`config.mk`:
```
export PLATFORM = sky130hd
export DESIGN_NAME = checked_decimal_literal_parser_unit
export DESIGN_NICKNAME = d
export VERILOG_FILES = /design/src/design/cdlp_pkg.sv /design/src/design/checked_decimal_literal_parser_unit.sv /design/src/design/cdlp_cfg_regs.sv /design/src/design/cdlp_in_stage.sv /design/src/design/cdlp_core.sv /design/src/design/cdlp_out_stage.sv
export SDC_FILE = /design/constraint.sdc
export NUM_CORES = 1
export LEC_CHECK = 0
export BUFFER_PORTS_ARGS = -buffer_cell sky130_fd_sc_hd__buf_2
export CORE_AREA = 2 2 183 185
export DETAILED_ROUTE_END_ITERATION = 10
export DIE_AREA = 0 0 185 187
export PLACE_DENSITY = 0.69
export SLEW_MARGIN = 30
export SYNTH_ARGS = -nofsm -noshare
export SYNTH_HDL_FRONTEND = slang
export SYNTH_SLANG_ARGS = --single-unit
```
`constraint.sdc`:
```
create_clock -name clk -period 11.1 [get_ports clk]
set_clock_uncertainty 0.15 [all_clocks]
set_input_delay 2.22 -clock clk [delete_from_list [all_inputs] [get_ports clk]]
set_output_delay 2.22 -clock clk [all_outputs]
set_load 0.1 [all_outputs]
```
`src/design/cdlp_pkg.sv`:
```
`default_nettype none
package cdlp_pkg;

  typedef enum logic [2:0] {
    ST_OK       = 3'd0,
    ST_EMPTY    = 3'd1,
    ST_NODIGITS = 3'd2,
    ST_BADCHAR  = 3'd3,
    ST_OVERFLOW = 3'd4
  } status_t;

  localparam logic [7:0] CHAR_ZERO  = 8'h30;
  localparam logic [7:0] CHAR_NINE  = 8'h39;
  localparam logic [7:0] CHAR_PLUS  = 8'h2B;
  localparam logic [7:0] CHAR_MINUS = 8'h2D;

  localparam logic [63:0] MAX_POS_32 = 64'h0000_0000_7FFF_FFFF;
  localparam logic [63:0] MAX_POS_64 = 64'h7FFF_FFFF_FFFF_FFFF;

  // register word index, taken from paddr[2]
  localparam logic REG_WIDTH_MODE = 1'b0;

  typedef struct packed {
    logic [7:0] character;
    logic       last;
    logic       empty_marker;
  } item_t;

  typedef struct packed {
    logic [63:0] value;
    status_t     status;
  } result_t;

endpackage
`default_nettype wire

```
`src/design/checked_decimal_literal_parser_unit.sv`:
```
// input words are registered in cdlp_in_stage, result words in cdlp_out_stage
// throughput: one character word per cycle, but a word ending a literal waits
//   for output room; the accumulator's multiply-by-ten, add and limit compare
//   are combinational; a result is held in the output register until taken
// reset: synchronous active-low rst_n clears valids, parse state and width_mode
`default_nettype none
module checked_decimal_literal_parser_unit (
  input  wire logic        clk,
  input  wire logic        rst_n,
  input  wire logic        in_tvalid,
  output logic             in_tready,
  input  wire logic [7:0]  in_tdata,   // character
  input  wire logic        in_tlast,   // last
  input  wire logic        in_tuser,   // empty_marker
  output logic             out_tvalid,
  input  wire logic        out_tready,
  output logic [63:0]      out_tdata,  // value
  output logic [2:0]       out_tuser,  // status
  input  wire logic        cfg_psel,
  input  wire logic        cfg_penable,
  input  wire logic        cfg_pwrite,
  input  wire logic [2:0]  cfg_paddr,
  input  wire logic [31:0] cfg_pwdata,
  output logic      [31:0] cfg_prdata,
  output logic             cfg_pready
);

  cdlp_pkg::item_t   item;
  cdlp_pkg::result_t result;
  logic              item_valid;
  logic              advance;
  logic              ends;
  logic              out_free;
  logic              width_mode;

  // a word that ends a literal waits for room in the output register
  assign advance = item_valid && (!ends || out_free);

  cdlp_cfg_regs u_cfg (
    .clk         (clk),
    .rst_n       (rst_n),
    .cfg_psel    (cfg_psel),
    .cfg_penable (cfg_penable),
    .cfg_pwrite  (cfg_pwrite),
    .cfg_paddr   (cfg_paddr),
    .cfg_pwdata  (cfg_pwdata),
    .cfg_prdata  (cfg_prdata),
    .cfg_pready  (cfg_pready),
    .width_mode  (width_mode)
  );

  cdlp_in_stage u_in (
    .clk        (clk),
    .rst_n      (rst_n),
    .in_tvalid  (in_tvalid),
    .in_tready  (in_tready),
    .in_tdata   (in_tdata),
    .in_tlast   (in_tlast),
    .in_tuser   (in_tuser),
    .advance    (advance),
    .item       (item),
    .item_valid (item_valid)
  );

  cdlp_core u_core (
    .clk        (clk),
    .rst_n      (rst_n),
    .item       (item),
    .fire       (advance),
    .width_mode (width_mode),
    .ends       (ends),
    .result     (result)
  );

  cdlp_out_stage u_out (
    .clk        (clk),
    .rst_n      (rst_n),
    .load       (advance && ends),
    .result     (result),
    .out_free   (out_free),
    .out_tvalid (out_tvalid),
    .out_tready (out_tready),
    .out_tdata  (out_tdata),
    .out_tuser  (out_tuser)
  );

endmodule
`default_nettype wire

```
`src/design/cdlp_cfg_regs.sv`:
```
`default_nettype none
module cdlp_cfg_regs (
  input  wire logic        clk,
  input  wire logic        rst_n,
  input  wire logic        cfg_psel,
  input  wire logic        cfg_penable,
  input  wire logic        cfg_pwrite,
  input  wire logic [2:0]  cfg_paddr,
  input  wire logic [31:0] cfg_pwdata,
  output logic      [31:0] cfg_prdata,
  output logic             cfg_pready,
  output logic             width_mode
);

  logic width_mode_r;
  logic wr_en;

  assign cfg_pready = 1'b1;
  assign wr_en = cfg_psel && cfg_penable && cfg_pwrite && cfg_pready;

  always_ff @(posedge clk) begin
    if (!rst_n) begin
      width_mode_r <= 1'b0;
    end else if (wr_en && (cfg_paddr[2] == cdlp_pkg::REG_WIDTH_MODE)) begin
      width_mode_r <= cfg_pwdata[0];
    end
  end

  always_comb begin
    cfg_prdata = 32'd0;
    if (cfg_paddr[2] == cdlp_pkg::REG_WIDTH_MODE) begin
      cfg_prdata = {31'd0, width_mode_r};
    end
  end

  assign width_mode = width_mode_r;

endmodule
`default_nettype wire

```
`src/design/cdlp_in_stage.sv`:
```
`default_nettype none
module cdlp_in_stage (
  input  wire logic        clk,
  input  wire logic        rst_n,
  input  wire logic        in_tvalid,
  output logic             in_tready,
  input  wire logic [7:0]  in_tdata,  // character
  input  wire logic        in_tlast,  // last
  input  wire logic        in_tuser,  // empty_marker
  input  wire logic        advance,
  output cdlp_pkg::item_t  item,
  output logic             item_valid
);

  cdlp_pkg::item_t item_r;
  logic            valid_r;
  logic            valid_nxt;
  logic            load;

  assign in_tready = !valid_r || advance;
  assign load      = in_tvalid && in_tready;

  always_comb begin
    valid_nxt = valid_r;
    if (load) begin
      valid_nxt = 1'b1;
    end else if (advance) begin
      valid_nxt = 1'b0;
    end
  end

  always_ff @(posedge clk) begin
    if (!rst_n) begin
      valid_r <= 1'b0;
    end else begin
      valid_r <= valid_nxt;
    end
  end

  always_ff @(posedge clk) begin
    if (load) begin
      item_r.character    <= in_tdata;
      item_r.last         <= in_tlast;
      item_r.empty_marker <= in_tuser;
    end
  end

  assign item       = item_r;
  assign item_valid = valid_r;

endmodule
`default_nettype wire

```
`src/design/cdlp_core.sv`:
```
`default_nettype none
module cdlp_core (
  input  wire logic          clk,
  input  wire logic          rst_n,
  input  wire cdlp_pkg::item_t item,
  input  wire logic          fire,
  input  wire logic          width_mode,
  output logic               ends,
  output cdlp_pkg::result_t  result
);

  logic [63:0]       mag_r, mag_nxt;
  logic              neg_r, neg_nxt;
  logic              first_r, first_nxt;
  logic              dig_r, dig_nxt;
  cdlp_pkg::status_t err_r, err_nxt;

  logic [7:0]  c;
  logic        is_digit;
  logic [63:0] limit;
  logic [67:0] prod;
  logic        ovf;

  assign c        = item.character;
  assign is_digit = (c >= cdlp_pkg::CHAR_ZERO) && (c <= cdlp_pkg::CHAR_NINE);
  assign limit    = (width_mode ? cdlp_pkg::MAX_POS_64 : cdlp_pkg::MAX_POS_32)
                    + {63'd0, neg_r};
  // mag*10 + digit as shifts and adds; the digit is the low nibble of its code
  assign prod     = {1'b0, mag_r, 3'b000} + {3'b000, mag_r, 1'b0} + {64'd0, c[3:0]};
  assign ovf      = prod > {4'd0, limit};
  assign ends     = item.empty_marker || item.last;

  always_comb begin
    mag_nxt   = mag_r;
    neg_nxt   = neg_r;
    first_nxt = first_r;
    dig_nxt   = dig_r;
    err_nxt   = err_r;
    if (!item.empty_marker && (err_r == cdlp_pkg::ST_OK)) begin
      if (!first_r && ((c == cdlp_pkg::CHAR_PLUS) || (c == cdlp_pkg::CHAR_MINUS))) begin
        neg_nxt   = (c == cdlp_pkg::CHAR_MINUS);
        first_nxt = 1'b1;
      end else begin
        first_nxt = 1'b1;
        if (is_digit) begin
          if (ovf) begin
            err_nxt = cdlp_pkg::ST_OVERFLOW;
          end else begin
            mag_nxt = prod[63:0];
            dig_nxt = 1'b1;
          end
        end else begin
          err_nxt = cdlp_pkg::ST_BADCHAR;
        end
      end
    end
  end

  always_comb begin
    result.value  = 64'd0;
    result.status = cdlp_pkg::ST_OK;
    if (!first_nxt) begin
      result.status = cdlp_pkg::ST_EMPTY;
    end else if (err_nxt != cdlp_pkg::ST_OK) begin
      result.status = err_nxt;
    end else if (!dig_nxt) begin
      result.status = cdlp_pkg::ST_NODIGITS;
    end else begin
      result.value = neg_nxt ? (64'd0 - mag_nxt) : mag_nxt;
    end
  end

  always_ff @(posedge clk) begin
    if (!rst_n) begin
      mag_r   <= 64'd0;
      neg_r   <= 1'b0;
      first_r <= 1'b0;
      dig_r   <= 1'b0;
      err_r   <= cdlp_pkg::ST_OK;
    end else if (fire) begin
      if (ends) begin
        mag_r   <= 64'd0;
        neg_r   <= 1'b0;
        first_r <= 1'b0;
        dig_r   <= 1'b0;
        err_r   <= cdlp_pkg::ST_OK;
      end else begin
        mag_r   <= mag_nxt;
        neg_r   <= neg_nxt;
        first_r <= first_nxt;
        dig_r   <= dig_nxt;
        err_r   <= err_nxt;
      end
    end
  end

endmodule
`default_nettype wire

```
`src/design/cdlp_out_stage.sv`:
```
`default_nettype none
module cdlp_out_stage (
  input  wire logic              clk,
  input  wire logic              rst_n,
  input  wire logic              load,
  input  wire cdlp_pkg::result_t result,
  output logic                   out_free,
  output logic                   out_tvalid,
  input  wire logic              out_tready,
  output logic [63:0]            out_tdata,  // value
  output logic [2:0]             out_tuser   // status
);

  cdlp_pkg::result_t res_r;
  logic              valid_r;
  logic              valid_nxt;

  assign out_free = !valid_r || out_tready;

  always_comb begin
    valid_nxt = valid_r;
    if (load) begin
      valid_nxt = 1'b1;
    end else if (out_tready) begin
      valid_nxt = 1'b0;
    end
  end

  always_ff @(posedge clk) begin
    if (!rst_n) begin
      valid_r <= 1'b0;
    end else begin
      valid_r <= valid_nxt;
    end
  end

  always_ff @(posedge clk) begin
    if (load) begin
      res_r <= result;
    end
  end

  assign out_tvalid = valid_r;
  assign out_tdata  = res_r.value;
  assign out_tuser  = res_r.status;

endmodule
`default_nettype wire

```
# [After elaboration in Yosys (flattened, before gate mapping)]
# Cells that the tools add are included.
[op_classes] addsub=4 magnitude_cmp=3 n_eq_ne=2 n_mux=29 bitwise=3 n_reduce_logical=24
[op_table] cell="64-bit two-way mux" count=6
[op_table] cell="67-bit by 65-bit adder with 68-bit output" count=1
[op_table] cell="68-bit by 4-bit adder with 68-bit output" count=1
[op_table] cell="68-bit by 64-bit greater-than comparator with 1-bit output" count=1
[op_table] cell="64-bit by 1-bit adder with 64-bit output" count=1
[op_table] cell="1-bit by 64-bit subtractor with 64-bit output, first input constant" count=1
[op_table] cell="63-bit two-way mux" count=1
[op_table] cell="3-bit two-way mux" count=6
[op_table] cell="8-bit by 6-bit equality test with 1-bit output, second input constant" count=2
[op_table] cell="1-bit two-way mux" count=15
[op_table] cell="1-bit logical AND" count=9
[op_table] cell="8-bit by 6-bit greater-or-equal comparator with 1-bit output, second input constant" count=1
[op_table] cell="8-bit by 6-bit less-or-equal comparator with 1-bit output, second input constant" count=1
[op_table] cell="1-bit zero test" count=5
[op_table] cell="1-bit logical OR" count=5
[op_table] cell="2-bit nonzero test" count=2
[op_table] cell="3-bit zero test" count=1
[op_table] cell="1-bit inverter" count=3
[op_table] cell="3-bit nonzero test" count=1
[op_table] cell="3-bit OR reduction" count=1
[op_table] cell="2-bit two-way mux" count=1
[totals] reg_bits=150 inputBits=52 output_inout_bits=102 wordCells=78

# [Longest topological paths before layout]
[depth] word_depth=9 ltp_mapped=36 mapped_depth_nobuf=34

# [Modules after synthesis]
# Synthesis repeated with hierarchy kept, for this count alone.
[unflattened] cells_unflattened=1914 hier_area_um2=15767.6
[by_module_without_submodules] mod="cdlp_core" instances=1 cells_per_inst=1785 area_each_um2=13015.0 seq_area_each_um2=1401.3
[by_module_without_submodules] mod="cdlp_out_stage" instances=1 cells_per_inst=71 area_each_um2=2060.7 seq_area_each_um2=2031.9
[by_module_without_submodules] mod="cdlp_in_stage" instances=1 cells_per_inst=15 area_each_um2=357.8 seq_area_each_um2=320.3
[by_module_without_submodules] mod="cdlp_cfg_regs" instances=1 cells_per_inst=40 area_each_um2=315.3 seq_area_each_um2=20.0
[by_module_without_submodules] mod="checked_decimal_literal_parser_unit" instances=1 cells_per_inst=3 area_each_um2=18.8 seq_area_each_um2=0.0

# [Worst setup path after synthesis]
# Ideal clock, no wire load.
[synth_timing] kind="register to register" start="register u_in.item_r, in the netlist u_in.item[5]" end="register u_out.res_r, in the netlist u_out.out_tdata[58] (data pin)" setup_ns=0.267 arrival_time_ns=7.422 slack_ns=3.261 path_stages_with_launch=35 path_buffers=3 cell_sequence="edfxtp_1 -> fa_1 -> inv_1 -> fa_1 -> nand2b_1 -> a21oi_1 -> o21a_1 -> a21o_1 -> buf_6 -> a211oi_1 -> o311ai_1 -> a21oi_1 -> o311ai_0 -> ha_1 -> o21a_1 -> o21ai_0 -> nand2b_1 -> a21oi_1 -> a211oi_1 -> nor3_1 -> and3_1 -> buf_4 -> buf_2 -> mux2i_1 -> ha_1 -> nand2_1 -> nor4_1 -> and2_1 -> nand2_1 -> nor4b_2 -> a41o_1 -> o21ai_1 -> nor3b_1 -> o21a_1 -> nor3_1"
[synth_via] elab_chain_cells=8 elab_cells_between_ends=28 cone_classes="add/sub (2); order compare (3); eq/ne (2); mux (15); bitwise (1); reduce/logical (5)"
[synth_lines] element="start: declaration" line="cdlp_in_stage.sv:15" source="cdlp_pkg::item_t item_r;"
[synth_lines] element="68-bit by 4-bit adder with 68-bit output" line="cdlp_core.sv:29" source="assign prod = {1'b0, mag_r, 3'b000} + {3'b000, mag_r, 1'b0} + {64'd0, c[3:0]};"
[synth_lines] element="68-bit by 64-bit greater-than comparator with 1-bit output" line="cdlp_core.sv:30" source="assign ovf = prod > {4'd0, limit};"
[synth_lines] element="64-bit two-way mux (tied with other cells)" line="cdlp_core.sv:46" source="if (ovf) begin"
[synth_lines] element="64-bit two-way mux (tied with other cells)" line="cdlp_core.sv:45" source="if (is_digit) begin"
[synth_lines] element="64-bit two-way mux (tied with other cells)" line="cdlp_core.sv:40" source="if (!first_r && ((c == cdlp_pkg::CHAR_PLUS) || (c == cdlp_pkg::CHAR_MINUS))) begin"
[synth_lines] element="64-bit two-way mux (tied with other cells)" line="cdlp_core.sv:39" source="if (!item.empty_marker && (err_r == cdlp_pkg::ST_OK)) begin"
[synth_lines] element="1-bit by 64-bit subtractor with 64-bit output (tied with other cells)" line="cdlp_core.sv:69" source="result.value = neg_nxt ? (64'd0 - mag_nxt) : mag_nxt;"
[synth_lines] element="64-bit two-way mux or 3-bit OR reduction (tied branches)"
[synth_lines] element="end signal: assignment" line="cdlp_out_stage.sv:39" source="res_r <= result;"
[synth_lines] element="end: declaration" line="cdlp_out_stage.sv:14" source="cdlp_pkg::result_t res_r;"
# Parallel ways exist; a longest one is shown, timed or not.
# A chain may end at the register's enable or synchronous reset.

# [Worst setup path in the final report]
[layout_timing] start="register u_core.mag_r[28]" end="register u_out.res_r, in the netlist u_out.out_tdata[60] (data pin)"
[layout_via] elab_chain_cells=9 elab_cells_between_ends=20 cone_classes="add/sub (3); order compare (1); mux (13); bitwise (1); reduce/logical (2)"
[layout_lines] element="start: declaration" line="cdlp_core.sv:12" source="logic [63:0] mag_r, mag_nxt;"
[layout_lines] element="start signal: assignment" line="cdlp_core.sv:88" source="mag_r <= mag_nxt;"
[layout_lines] element="67-bit by 65-bit adder with 68-bit output" line="cdlp_core.sv:29"
[layout_lines] element="68-bit by 4-bit adder with 68-bit output" line="cdlp_core.sv:29"
[layout_lines] element="68-bit by 64-bit greater-than comparator with 1-bit output" line="cdlp_core.sv:30"
[layout_lines] element="64-bit two-way mux (tied with other cells)" line="cdlp_core.sv:46"
[layout_lines] element="64-bit two-way mux (tied with other cells)" line="cdlp_core.sv:45"
[layout_lines] element="64-bit two-way mux (tied with other cells)" line="cdlp_core.sv:40"
[layout_lines] element="64-bit two-way mux (tied with other cells)" line="cdlp_core.sv:39"
[layout_lines] element="1-bit by 64-bit subtractor with 64-bit output (tied with other cells)" line="cdlp_core.sv:69"
[layout_lines] element="64-bit two-way mux or 3-bit OR reduction (tied branches)"
# Parallel ways exist; a longest one is shown, timed or not.

==> reports/results.ini <==
[die]
chipWidth_um=185
die-area_mm2=0.0346
die_y_um=187
ioPinCount=154
row_count=67
start_util=0.488
core_mm2=0.0329

[synth]
synth_seq_cells=150
number_of_enable_flip_flop_cells_after_synthesis=77
synthDistinctLibCells=92
avgSynthCellArea_um2=8.14
netlist_area_mm2=0.0160
post_synth_inst_count=1970
postSynth.asyncResetShare=0
most_frequently_used_flop_master_after_synthesis=sky130_fd_sc_hd__edfxtp_1
synth.yosys.seq_area_share=0.235
yosys_warnings=0

[detailed_routing]
firstDrtPassIters=8
via_count=15800
detail_route.iter0.violations=1692
route.detailed.drc=0
wire_per_inst_um=21.1
vias_per_cell=6.36
routed_wl_mm=52.2
ant_nets=0

[timing]
post-route-min-period_ps=10080
relSlewSlack=0.344
final-hold-violation-count=0
final_min_period_over_clock_period=0.908
rsz0062_at_grt=no
finalSetupTns_ps=0
measured_slew_at_the_worst_slew_check_pin_ps=982
finalMaxSlewViolations=0
maximum_clock_frequency_mhz=99.2
finalSetupViolations=0

[clock_tree]
clock_tree.htree_level_count=4
clock_tree.buffer_depth=2
worstSkewPairLatency_ps=450
tritoncts_num_sinks=150
ctsHoldBuffers=0
tritoncts=built
post_cts.resized_instances=0
post_cts_buffers=0
clock-root-buffer=sky130_fd_sc_hd__clkbuf_16
cts_inserted_buffers=17
clock_pin_slew_on_the_worst_setup_and_hold_paths_ps=70

[place]
port-buffer-count=88
finalWeightedCongestion=0.984
detailed_place.area_mm2=0.0167
hpwl_mm=40.5

[hold_path]
hp-start=u_core.err_r[1]
endpoint_of_the_worst_hold_path=u_core.err_r[1]
hold-path-cell-count=2
hold_path_class=register to register

[critical_path]
setup.reg_to_reg.worst_slack_ps=1020
worstPathBufferInverterCount=0
rr_startpoint=u_core.mag_r[28]
cp_data_arrival_time_ps=10110
r2r_end=u_out.out_tdata[60]
critical_path.max_fanout=9
required_ps=11130
worstSetupStartpointType=register
nature_of_the_critical_path_endpoint=register
r2r_cell_count=31
timing.critical_path.slowest_stage_cell=sky130_fd_sc_hd__nor3_1
critPathMaxStageDelay_ps=730
worst_path_dominant_cell_family=compound AO/OA/AOI/OAI gates
worst-setup-path-type=register to register

[cells_and_area]
nFillCells=3167
share_of_final_layout_standard_cells_stronger_than_drive_strength_1=0.0992
syn_to_final_growth_pct=8.02
area.sequential_mm2=0.00377
multi_input_area_mm2=0.0116
final_area_mm2=0.0173
design.final.nets=2261
final_design_utilization=0.527

[grt]
grt_pass1_vias=14600
globalRouteOverflowTotal=0
initial_antenna_violation_count=1
grt_start_max_net_pins=70
wire_length_of_the_first_global_routing_pass_mm=81.4
grt_use_total=0.298

[pwr]
peak_ir_drop_on_the_vdd_network_mv=0.0996
leakage_nw=7.04
total_power_mw=1.35
power.density_cell_area_mw_per_mm2=78.2

[outcome]
run_status=completed

[job]
drv.max_cap_violation_count=0

-- state kept, by name (all words and copies together), names as in the netlist --
| register | count |
|---|---|
| u_cfg.width_mode | 1 |
| u_core.dig_r | 1 |
| u_core.err_r | 3 |
| u_core.first_r | 1 |
| u_core.mag_r | 64 |
| u_core.neg_r | 1 |
| u_in.item | 10 |
| u_in.item_valid | 1 |
| u_out.out_tdata | 64 |
| u_out.out_tuser | 3 |
| u_out.out_tvalid | 1 |
-- worst min-delay path: stages, from the launching register on --
cell and delay [ps]:
sky130_fd_sc_hd__dfxtp_1 320, sky130_fd_sc_hd__inv_1 50, sky130_fd_sc_hd__a21oi_1 50
-- routing by layer --
layer	global-route usage	routed length (µm)	vias to the layer above
met1	0.442	24400	7590
met4	0.0641	687	0
li1	-	-	7417
met5	0	0	-
met3	0.0296	4000	57
met2	0.466	23100	687
-- logic make-up after synthesis --
kind of cell | after synthesis | synth area share
multiplexers | 76 | 0.0484
AO/OA/AOI/OAI | 522 | 0.214
flip-flops | 150 | 0.235
buffers and inverters | 162 | 0.0499
AND/OR/NAND/NOR | 763 | 0.243
XOR/XNOR | 99 | 0.0550
adder cells (fa/ha/maj) | 196 | 0.154
other | 2 | 0.000468
-- where the power goes --
| group | internal [mW] | total, mW | switching, mW |
|---|---|---|---|
| clock | 0.314 | 0.580 | 0.266 |
| sequential | 0.593 | 0.597 | 0.00465 |
| combinational | 0.0253 | 0.178 | 0.153 |
-- synthesized netlist by cell type, types with 20 or more instances --
master / n / share of area
sky130_fd_sc_hd__and3_1: 20 / 0.0078
sky130_fd_sc_hd__a22oi_1: 52 / 0.024
sky130_fd_sc_hd__xnor2_1: 47 / 0.026
sky130_fd_sc_hd__nor2_1: 202 / 0.047
sky130_fd_sc_hd__a21oi_1: 153 / 0.048
sky130_fd_sc_hd__o21ai_0: 95 / 0.030
sky130_fd_sc_hd__nand2_1: 155 / 0.036
sky130_fd_sc_hd__edfxtp_1: 77 / 0.14
sky130_fd_sc_hd__nand3_1: 44 / 0.014
sky130_fd_sc_hd__nand4_1: 41 / 0.016
sky130_fd_sc_hd__nor3_1: 67 / 0.021
sky130_fd_sc_hd__buf_2: 22 / 0.0069
sky130_fd_sc_hd__a21o_1: 25 / 0.012
sky130_fd_sc_hd__nor2b_1: 58 / 0.023
sky130_fd_sc_hd__nor4_1: 33 / 0.013
sky130_fd_sc_hd__and2_1: 34 / 0.013
sky130_fd_sc_hd__xor2_1: 50 / 0.027
sky130_fd_sc_hd__a211oi_1: 39 / 0.018
sky130_fd_sc_hd__clkbuf_1: 58 / 0.014
sky130_fd_sc_hd__inv_1: 41 / 0.0096
sky130_fd_sc_hd__or3_1: 24 / 0.0094
sky130_fd_sc_hd__ha_1: 194 / 0.15
sky130_fd_sc_hd__buf_4: 36 / 0.017
sky130_fd_sc_hd__dfxtp_1: 73 / 0.091
sky130_fd_sc_hd__mux2i_1: 66 / 0.041
-- through the flow --
step           worst slack (ps)  instances  hold slack (ps)
2_1_floorplan              3260       2000              289
3_3_place_gp               1420       2442              311
3_5_place_dp               1330       2442              317
4_1_cts                    1290       2474              328
5_1_grt                     492       2474              342
6_report                   1020       2475              331
-- layout by cell type (no fill, tap or decap), types with 52 or more instances in the layout --
master                       n
sky130_fd_sc_hd__dfxtp_1    73
sky130_fd_sc_hd__o21ai_0    94
sky130_fd_sc_hd__nor3_1     67
sky130_fd_sc_hd__mux2i_1    66
sky130_fd_sc_hd__nor2_1    201
sky130_fd_sc_hd__nand2_1   155
sky130_fd_sc_hd__a22oi_1    52
sky130_fd_sc_hd__ha_1      194
sky130_fd_sc_hd__buf_2      88
sky130_fd_sc_hd__nor2b_1    58
sky130_fd_sc_hd__edfxtp_1   77
sky130_fd_sc_hd__a21oi_1   153
-- area by class of cell --
| cell class | instances | share of cell area |
|---|---|---|
| Clock buffer | 18 | 0.0248 |
| Sequential cell | 150 | 0.218 |
| Multi-Input combinational cell | 1688 | 0.671 |
| Clock inverter | 14 | 0.00809 |
| Inverter | 41 | 0.00888 |
| Tap cell | 448 | 0.0324 |
| Antenna cell | 1 | 0.000144 |
| Timing Repair Buffer | 115 | 0.0371 |
-- worst max-delay path by stage --
| stage | startpoint | cells after the start | slack, ps | end |
|---|---|---|---|---|
| 2_1_floorplan | u_in.item[5] | 34 | 3260 | u_out.out_tdata[58] |
| 3_3_place_gp | u_in.item[5] | 32 | 1420 | u_out.out_tdata[60] |
| 3_5_place_dp | u_core.mag_r[28] | 31 | 1330 | u_out.out_tdata[60] |
| 4_1_cts | u_in.item[5] | 32 | 1290 | u_out.out_tdata[60] |
| 5_1_grt | u_core.mag_r[28] | 31 | 490 | u_out.out_tdata[60] |
| 6_report | u_core.mag_r[28] | 31 | 1020 | u_out.out_tdata[60] |
Power figures use the tool's default switching activity.
